<file path="src/rtl/core/rts_pkg.sv">
`default_nettype none

package rts_pkg;

    localparam int TEMP_BITS     = 16;
    localparam int COUNT_BITS    = 7;
    localparam int SUM_BITS      = TEMP_BITS + COUNT_BITS;
    localparam int MAG_BITS      = SUM_BITS - 1;
    localparam int INDEX_BITS    = 6;
    localparam int MASK_BITS     = 64;
    localparam int MASK_REGS     = 4;
    localparam int ENABLE_BITS   = 4;
    localparam int CHAN_NUM_BITS = 2;
    localparam int CFG_ADDR_BITS = 3;
    localparam int CFG_DATA_BITS = 64;
    localparam int CHANNELS_DEF  = 4;
    localparam int PIXELS_DEF    = 64;

    typedef logic [CFG_ADDR_BITS-1:0] reg_addr_t;

    localparam reg_addr_t REG_OFFSET = 3'd0;
    localparam reg_addr_t REG_ENABLE = 3'd1;
    localparam reg_addr_t REG_MASK_A = 3'd2;
    localparam reg_addr_t REG_MASK_B = 3'd3;
    localparam reg_addr_t REG_MASK_C = 3'd4;
    localparam reg_addr_t REG_MASK_D = 3'd5;

    localparam logic signed [TEMP_BITS-1:0] TEMP_MAX = {1'b0, {(TEMP_BITS-1){1'b1}}};
    localparam logic signed [TEMP_BITS-1:0] TEMP_MIN = {1'b1, {(TEMP_BITS-1){1'b0}}};
    localparam logic [COUNT_BITS-1:0]       COUNT_CAP = '1;

    typedef struct packed {
        logic                         avail;
        logic signed [TEMP_BITS-1:0]  min_t;
        logic signed [TEMP_BITS-1:0]  max_t;
        logic signed [SUM_BITS-1:0]   sum;
        logic [COUNT_BITS-1:0]        count;
    } cell_state_t;

    localparam cell_state_t CELL_CLEAR = '{
        avail: 1'b0,
        min_t: TEMP_MAX,
        max_t: TEMP_MIN,
        sum:   '0,
        count: '0
    };

    typedef struct packed {
        logic                         take;
        logic                         last;
        logic                         frame_good;
        logic signed [TEMP_BITS-1:0]  temp;
    } pixel_bcast_t;

    typedef struct packed {
        logic enable;
        logic hit;
        logic mask_any;
    } chan_sel_t;

    typedef struct packed {
        logic                  start;
        logic [COUNT_BITS-1:0] divisor;
        logic [MAG_BITS-1:0]   dividend;
    } div_req_t;

endpackage

`default_nettype wire

</file>
<file path="src/rtl/core/rts_cell.sv">
`default_nettype none

module rts_cell (
    input  wire logic                 clk,
    input  wire logic                 rst_n,
    input  wire rts_pkg::pixel_bcast_t pixel,
    input  wire rts_pkg::chan_sel_t   sel,
    input  wire logic                 shift,
    input  wire rts_pkg::cell_state_t next_state,
    output rts_pkg::cell_state_t      state
);

    rts_pkg::cell_state_t state_reg;
    rts_pkg::cell_state_t state_next;
    logic                 upd;
    logic signed [rts_pkg::SUM_BITS-1:0] temp_ext;

    assign temp_ext = {{(rts_pkg::SUM_BITS-rts_pkg::TEMP_BITS){pixel.temp[rts_pkg::TEMP_BITS-1]}},
                       pixel.temp};
    assign upd = pixel.take & sel.enable & sel.hit & (state_reg.count != rts_pkg::COUNT_CAP);

    always_comb
    begin
        state_next = state_reg;
        if (shift)
        begin
            // drain: take the neighbor's contents, the tail refills with clear values
            state_next = next_state;
        end
        else
        begin
            if (upd)
            begin
                if ($signed(pixel.temp) < $signed(state_reg.min_t))
                begin
                    state_next.min_t = pixel.temp;
                end
                if ($signed(pixel.temp) > $signed(state_reg.max_t))
                begin
                    state_next.max_t = pixel.temp;
                end
                state_next.sum   = state_reg.sum + temp_ext;
                state_next.count = state_reg.count + rts_pkg::COUNT_BITS'(1);
            end
            if (pixel.last)
            begin
                state_next.avail = pixel.frame_good & sel.enable & sel.mask_any;
            end
        end
    end

    always_ff @(posedge clk or negedge rst_n)
    begin
        if (!rst_n)
        begin
            state_reg <= rts_pkg::CELL_CLEAR;
        end
        else
        begin
            state_reg <= state_next;
        end
    end

    assign state = state_reg;

endmodule

`default_nettype wire

</file>
<file path="src/rtl/core/rts_div.sv">
`default_nettype none

module rts_div (
    input  wire logic                          clk,
    input  wire logic                          rst_n,
    input  wire rts_pkg::div_req_t             req,
    output logic                               done,
    output logic [rts_pkg::MAG_BITS-1:0]       quotient
);

    localparam int STEP_BITS = $clog2(rts_pkg::MAG_BITS);
    localparam logic [STEP_BITS-1:0] LAST_STEP = STEP_BITS'(rts_pkg::MAG_BITS - 1);

    logic [rts_pkg::COUNT_BITS-1:0] divisor_reg;
    logic [rts_pkg::COUNT_BITS-1:0] rem_reg;
    logic [rts_pkg::MAG_BITS-1:0]   quo_reg;
    logic [STEP_BITS-1:0]           step_reg;
    logic                           busy_reg;
    logic                           done_reg;

    logic [rts_pkg::COUNT_BITS:0]   trial;
    logic [rts_pkg::COUNT_BITS:0]   diff;
    logic                           fits;

    // one quotient bit per cycle, restoring
    assign trial = {rem_reg, quo_reg[rts_pkg::MAG_BITS-1]};
    assign fits  = trial >= {1'b0, divisor_reg};
    assign diff  = trial - {1'b0, divisor_reg};

    always_ff @(posedge clk or negedge rst_n)
    begin
        if (!rst_n)
        begin
            busy_reg <= 1'b0;
            done_reg <= 1'b0;
            step_reg <= '0;
        end
        else
        begin
            done_reg <= busy_reg && (step_reg == LAST_STEP);
            if (req.start)
            begin
                busy_reg <= 1'b1;
                step_reg <= '0;
            end
            else if (busy_reg)
            begin
                step_reg <= step_reg + STEP_BITS'(1);
                if (step_reg == LAST_STEP)
                begin
                    busy_reg <= 1'b0;
                end
            end
        end
    end

    always_ff @(posedge clk)
    begin
        if (req.start)
        begin
            divisor_reg <= req.divisor;
            quo_reg     <= req.dividend;
            rem_reg     <= '0;
        end
        else if (busy_reg)
        begin
            rem_reg <= fits ? diff[rts_pkg::COUNT_BITS-1:0] : trial[rts_pkg::COUNT_BITS-1:0];
            quo_reg <= {quo_reg[rts_pkg::MAG_BITS-2:0], fits};
        end
    end

    assign done     = done_reg;
    assign quotient = quo_reg;

endmodule

`default_nettype wire

</file>
<file path="src/rtl/core/roi_temperature_statistics_top.sv">
// Region-of-interest temperature statistics. Pixels of a frame arrive one per cycle, while
// in_ready is high, on the input channel; each enabled channel whose region mask selects a
// pixel flagged pixel_ok updates its minimum, maximum, sum and count, held in one cell per
// channel. The item flagged last_pixel closes the frame: the block then stops taking items
// and emits CHANNELS results, channel 0 first, by shifting the cell row toward its head. Each
// result passes through S_LOAD (head cell into the bit-serial mean divider), S_DIV (divider
// runs until done) and S_OUT (held until out_ready). The shift leaves every cell cleared for
// the next frame. Configuration is written through cfg_we / cfg_addr / cfg_wdata.
`default_nettype none

module roi_temperature_statistics_top #(
    parameter int CHANNELS = rts_pkg::CHANNELS_DEF,
    parameter int PIXELS   = rts_pkg::PIXELS_DEF
) (
    input  wire logic                                  clk,
    input  wire logic                                  rst_n,

    input  wire logic                                  cfg_we,
    input  wire logic [rts_pkg::CFG_ADDR_BITS-1:0]     cfg_addr,
    input  wire logic [rts_pkg::CFG_DATA_BITS-1:0]     cfg_wdata,

    input  wire logic                                  in_valid,
    output logic                                       in_ready,
    input  wire logic [rts_pkg::INDEX_BITS-1:0]        pixel_index,
    input  wire logic signed [rts_pkg::TEMP_BITS-1:0]  temperature,
    input  wire logic                                  pixel_ok,
    input  wire logic                                  frame_ok,
    input  wire logic                                  last_pixel,

    output logic                                       out_valid,
    input  wire logic                                  out_ready,
    output logic [rts_pkg::CHAN_NUM_BITS-1:0]          channel_number,
    output logic                                       available,
    output logic signed [rts_pkg::TEMP_BITS-1:0]       min_temperature,
    output logic signed [rts_pkg::TEMP_BITS-1:0]       max_temperature,
    output logic signed [rts_pkg::TEMP_BITS-1:0]       mean_temperature,
    output logic [rts_pkg::COUNT_BITS-1:0]             pixel_count,
    output logic                                       last_result
);

    localparam int CH_BITS = (CHANNELS > 1) ? $clog2(CHANNELS) : 1;
    localparam logic [CH_BITS-1:0] LAST_CH = CH_BITS'(CHANNELS - 1);
    localparam int TB = rts_pkg::TEMP_BITS;

    typedef enum logic [3:0] {
        S_ACCUM = 4'b0001,
        S_LOAD  = 4'b0010,
        S_DIV   = 4'b0100,
        S_OUT   = 4'b1000
    } state_t;

    state_t state_reg;
    state_t state_next;

    // configuration
    logic signed [TB-1:0]                  offset_reg;
    logic [rts_pkg::ENABLE_BITS-1:0]       enable_reg;
    logic [rts_pkg::MASK_BITS-1:0]         mask_reg [rts_pkg::MASK_REGS];

    logic                                  frame_good_reg;
    logic [CH_BITS-1:0]                    ch_reg;

    // result held while the divider runs
    logic                                  hold_avail_reg;
    logic                                  hold_neg_reg;
    logic signed [TB-1:0]                  hold_min_reg;
    logic signed [TB-1:0]                  hold_max_reg;
    logic [rts_pkg::COUNT_BITS-1:0]        hold_count_reg;

    // output register
    logic                                  out_valid_reg;
    logic [rts_pkg::CHAN_NUM_BITS-1:0]     chan_num_reg;
    logic                                  avail_out_reg;
    logic signed [TB-1:0]                  min_out_reg;
    logic signed [TB-1:0]                  max_out_reg;
    logic signed [TB-1:0]                  mean_out_reg;
    logic [rts_pkg::COUNT_BITS-1:0]        count_out_reg;
    logic                                  last_out_reg;

    logic                                  accept;
    logic signed [TB:0]                    cal_sum;
    logic signed [TB-1:0]                  cal_temp;
    logic                                  in_frame;
    rts_pkg::pixel_bcast_t                 pixel;
    rts_pkg::chan_sel_t                    sel      [CHANNELS];
    rts_pkg::cell_state_t                  cell_q   [CHANNELS];
    rts_pkg::cell_state_t                  chain_in [CHANNELS];
    logic                                  shift;

    rts_pkg::div_req_t                     div_req;
    logic                                  div_done;
    logic [rts_pkg::MAG_BITS-1:0]          div_quo;
    logic [rts_pkg::SUM_BITS-1:0]          head_mag;
    logic [rts_pkg::MAG_BITS-1:0]          mean_mag;

    assign accept   = in_valid & in_ready;
    assign in_ready = (state_reg == S_ACCUM);
    assign shift    = (state_reg == S_LOAD);

    // saturating calibration
    assign cal_sum = {offset_reg[TB-1], offset_reg} + {temperature[TB-1], temperature};
    always_comb
    begin
        if (cal_sum[TB] != cal_sum[TB-1])
        begin
            cal_temp = cal_sum[TB] ? rts_pkg::TEMP_MIN : rts_pkg::TEMP_MAX;
        end
        else
        begin
            cal_temp = cal_sum[TB-1:0];
        end
    end

    assign in_frame = ({1'b0, pixel_index} < (rts_pkg::INDEX_BITS+1)'(PIXELS));

    assign pixel.take       = accept & pixel_ok & in_frame;
    assign pixel.last       = accept & last_pixel;
    assign pixel.frame_good = frame_good_reg & frame_ok;
    assign pixel.temp       = cal_temp;

    genvar gi;
    generate
        for (gi = 0; gi < CHANNELS; gi++)
        begin : g_cell
            if (gi < rts_pkg::MASK_REGS)
            begin : g_sel
                assign sel[gi].enable   = enable_reg[gi];
                assign sel[gi].hit      = mask_reg[gi][pixel_index];
                assign sel[gi].mask_any = |mask_reg[gi];
            end
            else
            begin : g_nosel
                assign sel[gi] = '0;
            end

            if (gi == CHANNELS - 1)
            begin : g_tail
                assign chain_in[gi] = rts_pkg::CELL_CLEAR;
            end
            else
            begin : g_link
                assign chain_in[gi] = cell_q[gi+1];
            end

            rts_cell u_cell (
                .clk        (clk),
                .rst_n      (rst_n),
                .pixel      (pixel),
                .sel        (sel[gi]),
                .shift      (shift),
                .next_state (chain_in[gi]),
                .state      (cell_q[gi])
            );
        end
    endgenerate

    // divider works on magnitudes; sign is restored on the quotient
    assign head_mag = cell_q[0].sum[rts_pkg::SUM_BITS-1] ? (rts_pkg::SUM_BITS'(0) - cell_q[0].sum)
                                                         : cell_q[0].sum;

    assign div_req.start    = shift;
    assign div_req.divisor  = cell_q[0].count;
    assign div_req.dividend = head_mag[rts_pkg::MAG_BITS-1:0];

    rts_div u_div (
        .clk      (clk),
        .rst_n    (rst_n),
        .req      (div_req),
        .done     (div_done),
        .quotient (div_quo)
    );

    assign mean_mag = hold_neg_reg ? (rts_pkg::MAG_BITS'(0) - div_quo) : div_quo;

    // configuration writes
    always_ff @(posedge clk or negedge rst_n)
    begin
        if (!rst_n)
        begin
            offset_reg <= '0;
            enable_reg <= '0;
            for (int i = 0; i < rts_pkg::MASK_REGS; i++)
            begin
                mask_reg[i] <= '0;
            end
        end
        else if (cfg_we)
        begin
            unique case (cfg_addr) inside
                rts_pkg::REG_OFFSET:
                begin
                    offset_reg <= cfg_wdata[TB-1:0];
                end
                rts_pkg::REG_ENABLE:
                begin
                    enable_reg <= cfg_wdata[rts_pkg::ENABLE_BITS-1:0];
                end
                rts_pkg::REG_MASK_A, rts_pkg::REG_MASK_B, rts_pkg::REG_MASK_C,
                rts_pkg::REG_MASK_D:
                begin
                    mask_reg[2'(cfg_addr - rts_pkg::REG_MASK_A)] <= cfg_wdata;
                end
                default:
                begin
                end
            endcase
        end
    end

    always_comb
    begin
        state_next = state_reg;
        unique case (state_reg)
            S_ACCUM:
            begin
                if (accept && last_pixel)
                begin
                    state_next = S_LOAD;
                end
            end
            S_LOAD:
            begin
                state_next = S_DIV;
            end
            S_DIV:
            begin
                if (div_done)
                begin
                    state_next = S_OUT;
                end
            end
            S_OUT:
            begin
                if (out_ready)
                begin
                    state_next = (ch_reg == LAST_CH) ? S_ACCUM : S_LOAD;
                end
            end
            default:
            begin
                state_next = S_ACCUM;
            end
        endcase
    end

    always_ff @(posedge clk or negedge rst_n)
    begin
        if (!rst_n)
        begin
            state_reg      <= S_ACCUM;
            frame_good_reg <= 1'b1;
            ch_reg         <= '0;
            out_valid_reg  <= 1'b0;
        end
        else
        begin
            state_reg <= state_next;
            if (accept)
            begin
                if (last_pixel)
                begin
                    frame_good_reg <= 1'b1;
                    ch_reg         <= '0;
                end
                else if (!frame_ok)
                begin
                    frame_good_reg <= 1'b0;
                end
            end
            if (state_reg == S_DIV && div_done)
            begin
                out_valid_reg <= 1'b1;
            end
            if (state_reg == S_OUT && out_ready)
            begin
                out_valid_reg <= 1'b0;
                if (ch_reg != LAST_CH)
                begin
                    ch_reg <= ch_reg + CH_BITS'(1);
                end
            end
        end
    end

    always_ff @(posedge clk)
    begin
        if (shift)
        begin
            hold_avail_reg <= cell_q[0].avail & (cell_q[0].count != '0);
            hold_neg_reg   <= cell_q[0].sum[rts_pkg::SUM_BITS-1];
            hold_min_reg   <= cell_q[0].min_t;
            hold_max_reg   <= cell_q[0].max_t;
            hold_count_reg <= cell_q[0].count;
        end
        if (state_reg == S_DIV && div_done)
        begin
            chan_num_reg  <= rts_pkg::CHAN_NUM_BITS'(ch_reg);
            avail_out_reg <= hold_avail_reg;
            last_out_reg  <= (ch_reg == LAST_CH);
            if (hold_avail_reg)
            begin
                min_out_reg   <= hold_min_reg;
                max_out_reg   <= hold_max_reg;
                mean_out_reg  <= mean_mag[TB-1:0];
                count_out_reg <= hold_count_reg;
            end
            else
            begin
                min_out_reg   <= '0;
                max_out_reg   <= '0;
                mean_out_reg  <= '0;
                count_out_reg <= '0;
            end
        end
    end

    assign out_valid        = out_valid_reg;
    assign channel_number   = chan_num_reg;
    assign available        = avail_out_reg;
    assign min_temperature  = min_out_reg;
    assign max_temperature  = max_out_reg;
    assign mean_temperature = mean_out_reg;
    assign pixel_count      = count_out_reg;
    assign last_result      = last_out_reg;

    a_no_overlap: assert property (@(posedge clk) disable iff (!rst_n)
        !(in_ready && out_valid))
        else $error("input taken while a result is pending");

    a_avail_count: assert property (@(posedge clk) disable iff (!rst_n)
        (out_valid && available) |-> (pixel_count != '0))
        else $error("available result with zero pixel count");

    a_min_le_max: assert property (@(posedge clk) disable iff (!rst_n)
        (out_valid && available) |-> ($signed(min_temperature) <= $signed(max_temperature)))
        else $error("minimum above maximum");

    a_last_chan: assert property (@(posedge clk) disable iff (!rst_n)
        (out_valid && last_result) |-> (channel_number == rts_pkg::CHAN_NUM_BITS'(CHANNELS - 1)))
        else $error("last result on wrong channel");

endmodule

`default_nettype wire

</file>
<file path="config.mk">
export PLATFORM = sky130hd
export DESIGN_NAME = roi_temperature_statistics_top
export DESIGN_NICKNAME = d
export VERILOG_FILES = /design/src/rtl/core/rts_pkg.sv /design/src/rtl/core/rts_cell.sv /design/src/rtl/core/rts_div.sv /design/src/rtl/core/roi_temperature_statistics_top.sv
export SDC_FILE = /design/constraint.sdc
export NUM_CORES = 1
export LEC_CHECK = 0
export BUFFER_PORTS_ARGS = -buffer_cell sky130_fd_sc_hd__buf_2
export CAP_MARGIN = 40
export CORE_ASPECT_RATIO = 0.7
export CORE_MARGIN = 1
export CORE_UTILIZATION = 35
export CTS_BUF_LIST = sky130_fd_sc_hd__clkbuf_2 sky130_fd_sc_hd__clkbuf_4 sky130_fd_sc_hd__clkbuf_8
export CTS_CLUSTER_DIAMETER = 150
export DETAILED_ROUTE_END_ITERATION = 8
export SYNTH_ARGS = -nofsm -noshare
export SYNTH_HDL_FRONTEND = slang
export SYNTH_SLANG_ARGS = --single-unit
</file>
<file path="constraint.sdc">
create_clock -name clk -period 20.4 [get_ports clk]
set_input_delay 1.02 -clock clk [delete_from_list [all_inputs] [get_ports clk]]
set_output_delay 1.02 -clock clk [all_outputs]
set_load 0.03 [all_outputs]
</file>
==> results.py <==
metrics = {
    "place": {
        "port_buffers": 157,
        "gp_congestion": 0.875,
        "dp_hpwl_mm": 73.7,
    },
    "detailed_routing": {
        "routedWlPerCell_microns": 20.6,
        "post-route-drc-count": 0,
        "first_pass_iters": 5,
        "drt_wl_total_mm": 106,
        "vias": 27600,
        "drt-initial-drc-count": 2211,
        "ant_nets": 0,
        "via_per_inst": 5.38,
    },
    "synthesis": {
        "syn_area_per_cell_sq_um": 11.3,
        "yosys_most_used_dff": "dfrtp_1",
        "yosysUniqueCellTypes": 100,
        "yosysSeqAreaShare": 0.455,
        "async_flop_share": 0.808,
        "yosys_warnings": 0,
        "netlist_area_sq_um": 38400,
        "synth_edf_count": 122,
        "synth_seq_cells": 672,
        "synth_fp_nets": 3757,
        "synthCells": 3407,
    },
    "setup_path": {
        "reg2reg_to": "g_cell[1].u_cell.state[29]",
        "rr_worst_depth": 27,
        "arrival_ns": 8.60,
        "endpoint_kind": "register",
        "regToRegSetupSlack_ns": 12.49,
        "critPathKind": "register to register",
        "cp.required_ns": 21.09,
        "cp_max_fo": 15,
        "r2r-start": "offset_reg[1]",
        "crit_start": "offset_reg[1]",
        "crit_path_start_kind": "register",
    },
    "clock_network": {
        "clock_latency_ns": 0.83,
        "cts_hold_buffers": 0,
        "clkTransAtPathRegs_ns": 0.07,
        "htree_num_levels": 3,
        "cts_root_buffer": "clkbuf_8",
        "clkSinkCount": 672,
        "ctsResizeCount": 0,
        "cts_made_buffers": 112,
        "ctsLongestPathBuffers": 3,
        "cts_tree": "built",
        "postCtsSetupBuffers": 0,
    },
    "grt": {
        "grt_pass1_vias": 26500,
        "use_met3": 0.0466,
        "grt_pass1_wl_mm": 164,
        "grt_max_degree": 148,
        "grt-ovfl-total": 0,
        "top_usage_layer": "met1",
        "grt.total_usage": 0.191,
        "antenna_found_initial": 8,
        "gr-usage-met2": 0.245,
        "grtUsageMet1": 0.308,
    },
    "sta": {
        "skew_ns": 0.0686,
        "period_needed_ns": 7.91,
        "holdWs_ns": 0.269,
        "setup_violations": 0,
        "slew_viol_final": 0,
        "finalSetupTns_ns": 0,
        "worst_pin_slew_ns": 0.945,
        "period_share": 0.388,
        "rsz0062_at_grt": "no",
        "max_slew_margin": 0.364,
        "timing.fmax_mhz": 126,
        "hold_viol": 0,
    },
    "die": {
        "start_util": 0.354,
        "die_w_microns": 398,
        "core_area_sq_um": 109000,
        "dieArea_sq_um": 111000,
        "io_pins": 158,
        "placementRows": 101,
        "die_y_microns": 279,
    },
    "cells_and_area": {
        "final_common_cell": "dfrtp_1",
        "largest_register_ffs": 256,
        "final_nets": 3941,
        "utilization": 0.401,
        "drive_above_1_share": 0.243,
        "syn_to_final_growth_pct": 13.4,
        "final_cell_mix": "477 x dfrtp_1, 310 x mux2_2, 247 x nand2_1, 247 x ha_1, 225 x o21ai_0",
    },
    "power": {
        "p_leak_nw": 19.2,
        "pwr_density_cell_nw_per_um2": 162,
        "peakVddDrop_mv": 0.103,
    },
    "run_status": {
        "status": "finished clean",
    },
    "run": {
        "maxCapViolCount": 0,
    },
    "worst_hold_path": {
        "worstHoldPathType": "input pin to asynchronous set/reset pin",
    },
}
[layer usage]
metal	routed length, microns	up-vias
li1	-	13000
met1	55100	13600
met2	40700	821
met3	7820	146
met4	2230	4
met5	23	-
[final cells by class]
class,instances,area (sq um)
antenna,5,12.5
clock buffer,173,2180
clock inverter,39,423
fill,10400,65000
inverter,187,709
multi-input combinational,2403,19600
sequential,672,17500
tap,1442,1800
timing repair buffer,215,1420
[worst max path at each step]
stage and endpoint:
4_1_cts g_cell[1].u_cell.state[29], 3_3_place_gp g_cell[1].u_cell.state[29], 3_5_place_dp g_cell[1].u_cell.state[29], 2_1_floorplan g_cell[1].u_cell.state[29], 6_report g_cell[1].u_cell.state[29], 5_1_grt g_cell[1].u_cell.state[29]
[Yosys cell counts, types with 19 or more instances]
cell type,number,share of area
mux2_2,310,0.091
a221o_1,19,0.0050
o21ai_1,26,0.0034
ha_1,247,0.080
nor3_1,40,0.0052
xnor2_1,71,0.016
dfstp_2,66,0.045
nor2_1,137,0.013
xor2_1,59,0.013
and2_1,64,0.010
o21ai_0,225,0.029
mux4_2,42,0.025
a22oi_1,36,0.0070
and3_1,24,0.0039
nand3_1,56,0.0073
nand2b_1,24,0.0039
nand4_1,43,0.0070
a21o_1,68,0.013
a211oi_1,28,0.0055
nor2b_1,26,0.0042
o211ai_1,21,0.0041
clkbuf_1,92,0.0090
a21oi_1,147,0.019
inv_1,185,0.018
nand2_1,247,0.024
mux2i_1,96,0.025
edfxtp_1,122,0.095
nor4_1,77,0.013
dfrtp_1,477,0.31
mux4_1,30,0.021
o21a_1,22,0.0043
[power breakdown]
part	leakage, nW	total, mW	internal [mW]	switching, mW
Clock	1.37	1.39	0.786	0.602
Combinational	10.1	3.42	1.49	1.94
Sequential	7.72	2.25	1.83	0.423
Total	19.2	7.06	4.10	2.96
[kinds of logic after synthesis]
group,Yosys count,share of synthesized area
simple gates,801,0.105
compound gates,730,0.122
flops,672,0.455
mux,489,0.166
buf+inv,332,0.0382
fa+ha+maj,253,0.0836
xor+xnor,130,0.0296
[through the flow]
stage	instances	power [mW]	setup slack, ns	instance area, sq um
final	5136	7.06	12.49	43600
after global routing	5135	7.64	11.95	43600
after CTS	5131	7.07	12.53	43600
after detailed placement	4919	5.63	11.83	41000
after global placement	4906	5.55	11.91	40700
after floorplan	3407	4.63	13.43	38400
[worst max-delay path, cell delays in order (launching register included)]
cell and delay, ns:
dfrtp_1 0.38, ha_1 0.29, a211o_1 0.30, o211ai_1 0.20
a211o_1 0.21, a21o_1 0.13, a21boi_0 0.11, o21a_1 0.22
or2_2 0.27, a21oi_1 0.18, xnor2_1 0.11, ha_1 0.81
inv_1 0.24, a211o_1 0.31, nand3_2 0.32, inv_1 0.32
ha_1 0.31, fa_1 0.42, a211o_1 0.29, a21oi_1 0.19
o21ai_0 0.13, a2111oi_1 0.69, o31ai_1 0.22, a21oi_1 0.28
nor3_1 0.08, a2111oi_0 0.51, xnor2_1 0.17, o21ai_1 0.07
(Power assumes the default switching activity.)
